==> src/design/position_lock_window_detector_macros.svh <==
// Assertion macros for the position lock window detector.
// Used by the top-level RTL file in this folder; no other dependencies.
`ifndef POSITION_LOCK_WINDOW_DETECTOR_MACROS_SVH
`define POSITION_LOCK_WINDOW_DETECTOR_MACROS_SVH

`ifndef SYNTHESIS
// Clocked check, off while reset is high.
`define PLW_ASSERT(lbl, clk, rst, prop, msg) \
  lbl: assert property (@(posedge clk) disable iff (rst) prop) else $error(msg);
// Clocked check that also runs through reset.
`define PLW_ASSERT_ALWAYS(lbl, clk, prop, msg) \
  lbl: assert property (@(posedge clk) prop) else $error(msg);
`else
`define PLW_ASSERT(lbl, clk, rst, prop, msg)
`define PLW_ASSERT_ALWAYS(lbl, clk, prop, msg)
`endif

`endif

==> src/design/plw_pkg.sv <==
// Shared types, constants and microcode ROM of the position lock window detector.
// No dependencies.
`timescale 1ns / 1ps
`default_nettype none

package plw_pkg;

  localparam int SampleBits   = 32;
  localparam int AnchorBits   = 8;
  localparam int CountBits    = 4;
  localparam int InDataBits   = 112;
  localparam int OutDataBits  = 8;
  localparam int CfgIndexBits = 1;
  localparam int CfgDataBits  = 32;

  localparam logic [SampleBits-1:0] ThresholdReset  = 32'd16777;
  localparam logic [CountBits-1:0]  MinAnchorsReset = 4'd4;

  // config register indexes
  localparam logic [CfgIndexBits-1:0] RegSpreadThreshold = 1'b0;
  localparam logic [CfgIndexBits-1:0] RegMinAnchors      = 1'b1;

  // sequencer steps
  localparam int StepBits = 3;
  localparam logic [StepBits-1:0] StepIdle  = 3'd0;
  localparam logic [StepBits-1:0] StepCheck = 3'd1;
  localparam logic [StepBits-1:0] StepScan  = 3'd2;
  localparam logic [StepBits-1:0] StepDrain = 3'd3;
  localparam logic [StepBits-1:0] StepEmit  = 3'd4;

  // next-step operations
  localparam logic [1:0] SeqNext       = 2'd0;
  localparam logic [1:0] SeqJump       = 2'd1;
  localparam logic [1:0] SeqJumpIf     = 2'd2;
  localparam logic [1:0] SeqHoldUnless = 2'd3;

  // jump conditions
  localparam logic [1:0] CondInFire   = 2'd0;
  localparam logic [1:0] CondNotFull  = 2'd1;
  localparam logic [1:0] CondScanLast = 2'd2;
  localparam logic [1:0] CondOutFree  = 2'd3;

  typedef struct packed {
    logic                ready;
    logic                clr_acc;
    logic                rd_en;
    logic                emit;
    logic [1:0]          seq_op;
    logic [1:0]          cond;
    logic [StepBits-1:0] target;
  } ctrl_word_t;

  // datapath strobes from the sequencer
  typedef struct packed {
    logic ready;
    logic clr_acc;
    logic rd_en;
    logic emit;
  } ctrl_t;

  // datapath status back to the sequencer
  typedef struct packed {
    logic in_fire;
    logic not_full;
    logic scan_last;
    logic out_free;
  } stat_t;

  function automatic ctrl_word_t rom_word(input logic [StepBits-1:0] step);
    ctrl_word_t w;
    unique case (step)
      StepIdle:  w = '{ready: 1'b1, clr_acc: 1'b0, rd_en: 1'b0, emit: 1'b0,
                       seq_op: SeqHoldUnless, cond: CondInFire, target: StepCheck};
      StepCheck: w = '{ready: 1'b0, clr_acc: 1'b1, rd_en: 1'b0, emit: 1'b0,
                       seq_op: SeqJumpIf, cond: CondNotFull, target: StepEmit};
      StepScan:  w = '{ready: 1'b0, clr_acc: 1'b0, rd_en: 1'b1, emit: 1'b0,
                       seq_op: SeqHoldUnless, cond: CondScanLast, target: StepDrain};
      StepDrain: w = '{ready: 1'b0, clr_acc: 1'b0, rd_en: 1'b0, emit: 1'b0,
                       seq_op: SeqNext, cond: CondInFire, target: StepEmit};
      StepEmit:  w = '{ready: 1'b0, clr_acc: 1'b0, rd_en: 1'b0, emit: 1'b1,
                       seq_op: SeqHoldUnless, cond: CondOutFree, target: StepIdle};
      default:   w = '{ready: 1'b0, clr_acc: 1'b0, rd_en: 1'b0, emit: 1'b0,
                       seq_op: SeqJump, cond: CondInFire, target: StepIdle};
    endcase
    return w;
  endfunction

  function automatic logic [CountBits-1:0] popcount(input logic [AnchorBits-1:0] m);
    logic [CountBits-1:0] n;
    n = '0;
    for (int i = 0; i < AnchorBits; i++) begin
      n = n + CountBits'(m[i]);
    end
    return n;
  endfunction

endpackage

`default_nettype wire

==> src/design/plw_seq.sv <==
// Microcoded sequencer: step counter, control ROM and jump logic.
// Depends on plw_pkg.
`timescale 1ns / 1ps
`default_nettype none

module plw_seq (
  input  wire logic           clk,
  input  wire logic           rst,
  input  wire plw_pkg::stat_t stat,
  output plw_pkg::ctrl_t      ctrl
);

  import plw_pkg::*;

  logic [StepBits-1:0] step;
  logic [StepBits-1:0] step_next;
  ctrl_word_t          word;
  logic                cond_hit;

  assign word = rom_word(step);

  always_comb begin
    unique case (word.cond)
      CondInFire:   cond_hit = stat.in_fire;
      CondNotFull:  cond_hit = stat.not_full;
      CondScanLast: cond_hit = stat.scan_last;
      CondOutFree:  cond_hit = stat.out_free;
    endcase
  end

  always_comb begin
    unique case (word.seq_op)
      SeqNext:       step_next = step + StepBits'(1);
      SeqJump:       step_next = word.target;
      SeqJumpIf:     step_next = cond_hit ? word.target : step + StepBits'(1);
      SeqHoldUnless: step_next = cond_hit ? word.target : step;
    endcase
  end

  always_ff @(posedge clk) begin
    if (rst) begin
      step <= StepIdle;
    end else begin
      step <= step_next;
    end
  end

  // no beat is taken while reset is held
  assign ctrl = '{ready: word.ready && !rst, clr_acc: word.clr_acc,
                  rd_en: word.rd_en, emit: word.emit};

endmodule

`default_nettype wire

==> config.mk <==
export PLATFORM = sky130hd
export DESIGN_NAME = plw_seq
export DESIGN_NICKNAME = d
export VERILOG_FILES = /design/src/design/position_lock_window_detector_macros.svh /design/src/design/plw_pkg.sv /design/src/design/plw_seq.sv
export SDC_FILE = /design/constraint.sdc
export NUM_CORES = 1
export LEC_CHECK = 0
export ABC_AREA = 1
export BUFFER_PORTS_ARGS = -buffer_cell sky130_fd_sc_hd__buf_2
export CAP_MARGIN = 10
export CORE_AREA = 10 10 47 49
export DETAILED_ROUTE_END_ITERATION = 8
export DIE_AREA = 0 0 57 59
export GPL_TIMING_DRIVEN = 0
export PLACE_DENSITY = 0.5
export SKIP_CTS_REPAIR_TIMING = 1
export SLEW_MARGIN = 20
export SYNTH_ARGS = -nofsm -noshare
export SYNTH_HDL_FRONTEND = slang
export SYNTH_SLANG_ARGS = --single-unit
==> constraint.sdc <==
create_clock -name clk -period 4.2 [get_ports clk]
set_clock_uncertainty 0.2 [all_clocks]
set_input_delay 0.21 -clock clk [delete_from_list [all_inputs] [get_ports clk]]
set_output_delay 0.21 -clock clk [all_outputs]
set_load 0.005 [all_outputs]
==> impl_results.md <==
- Leakage power: 0.302 nW
- Peak supply drop: 0.236 mV
- Root buffer cell: clkbuf_4
- Reg with most FFs: step
- Row count: 14
- DR iter-0 viols: 1
- Final setup vio count: 0
- Die width: 57 microns
- Global-route wire length before repair: 1.46 mm
- Mapped Cells: 63
- Seq cells post-synth: 3
- Reg clk slew, reported paths: 40 ps
- Worst Hold Depth: 4
- Hold EP: step[2]
- Crit end category: register
- Syn avg cell area: 6.20 sq um
- HP Class: primary input to register
- Final Hold Fails: 0
- WL/cell: 9.03 microns
- Power per cell area: 667 nW/um^2
- Max transition margin: 84.4%
- CTS Sinks: 3
- Seq/Total Area, Yosys: 15.4%
- Max reg flops: 3
- Setup TNS: 0 ps
- RSZ-0062 raised after global routing: false
- Final antenna diode count: 0
- Reg2Reg Setup Slack: 2420 ps
- Hold_sp: stat[0]
- R2r startpoint: step[0]
- Worst R2R Path Depth: 10
- Final worst slack: 2420 ps
- Port bufs: 9
- Die Span Y: 59 microns
- Placer Congestion: 0.789
- CTS buffer count: 3
- Gr usage total: 5.27%
- Measured slew at the worst slew-check pin: 234 ps
- Clk_lat worst skew: 230 ps
- CP Max Fanout: 5
- Maximum clock insertion buffer count: 2
- Final net count: 89
- Dpl ws: 2400 ps
- Hpwl dp: 719 microns
- Detail Route Antenna Nets: 0
- TritonCTS clock tree: built
- Slew Viols, Final: 0
- WP data arrival: 1700 ps
- Drt total wl: 840 microns
- Max Freq: 561 MHz
- Worst endpoint required time: 4120 ps
- CORE AREA: 1400 sq um
- Tcrit/Tclk final: 42.5%
- Largest net degree at the start of global routing: 7
- Synth warnings: 0
- Min Clock Period, post-route: 1780 ps
- Crit Path Category: register to register
- Area Overhead vs Synth: 26.0%
- R2R Path End: step[0]
- CTS H-tree lvls: 1
- Outcome: finished, final reports clean
- Startpoint Class: register
- Layout cells sized above 1: 27.3%
- Total die area: 3360 sq um
- Vias per cell: 4.30
- Grt ovf: 0
- Max cap viols: 0
- Leading registers by flop count: step x3
- Boundary Pins: 10
- Vias: 400
- Initial antenna violation count: 0
- Yosys cell types: 16
- Syn Nets: 74
- Vias in the first global route: 364
- Mapped Area: 390 sq um
- First-pass DRT Iterations: 4
- DRC viols: 0
- Initial Util: 27.9%
## per-layer routing
layer	global-route usage [%]	up-vias	share of wire, %
li1	-	223	-
met2	7.91	7	48
met4	2.01	0	0
met5	0	-	0
met1	6.30	170	46
met3	2.58	0	6.7
## cells by family after synthesis
| group | after synthesis | synth area share [%] |
|---|---|---|
| adder cells (fa/ha/maj) | 5 | 16.0 |
| AO/OA/AOI/OAI | 7 | 9.94 |
| buffers and inverters | 16 | 15.4 |
| AND/OR/NAND/NOR | 32 | 43.3 |
| flip-flops | 3 | 15.4 |
## area by class of cell
class | count | area (sq um)
inverter | 16 | 60.1
tap | 16 | 20.0
timing repair buffer | 10 | 55.1
clock buffer | 4 | 26.3
multi-input combinational | 44 | 270
sequential | 3 | 60.1
fill | 168 | 910
## stage by stage
stage               total power (W)  std cells  util, %  hold WS [ps]  instance area, sq um
floorplan                  0.000232         63        -          72.4                   390
global placement           0.000284         88     32.5           208                   455
detailed placement         0.000282         88     32.5           209                   455
CTS                        0.000334         92     34.4         -35.3                   482
global route               0.000370         93     35.1           105                   492
finish                     0.000328         93     35.1          87.8                   492
## synth_stat cells (all sizes together)
library cell  instances  area, sq um
dfxtp                 3         60.1
nand2                18         85.1
nand4                 1         6.26
o21ai                 4         20.0
ha                    5         62.6
nor2                  4         22.5
nand3                 8         50.1
inv                  16         60.1
nor3                  1         5.00
a21oi                 3         18.8
## layout by cell type (no fill, tap or decap), types with 2 or more instances in the layout
master,synthesis,final
nor2_1,3,3
a21oi_1,2,2
nand3_2,2,2
inv_2,2,2
clkbuf_4,0,3
o21ai_0,4,4
nand3_1,6,6
buf_2,0,9
nand2_1,15,15
dfxtp_1,3,3
nand2_4,2,2
ha_1,5,5
inv_1,14,14
## critical path, cell delays in order (launching register included)
cell and delay (ps):
dfxtp_1 370, inv_1 90, ha_1 280, nand2_1 150, nand2_1 90, inv_1 70
nand2_2 70, nand3_1 80, nand2_1 80, a21oi_1 140, nor2_1 50
## report_power, final
group | total [W] | leakage [nW] | switching [W] | internal (W)
Clock | 0.0000489 | 0.0150 | 0.0000134 | 0.0000355
Sequential | 0.0000525 | 0.0248 | 0.0000124 | 0.0000401
Combinational | 0.000226 | 0.262 | 0.000139 | 0.0000874
Total | 0.000328 | 0.302 | 0.000165 | 0.000163
## how the worst max path moves through the flow
stage          startpoint  endpoint  depth (start not counted)
2_1_floorplan     step[0]   step[0]                         10
3_3_place_gp      step[0]   step[1]                          9
3_5_place_dp      step[0]   step[1]                         10
4_1_cts           step[0]   step[0]                          9
5_1_grt           step[0]   step[1]                          9
6_report          step[0]   step[0]                         10
Power figures use the tool's default switching activity.
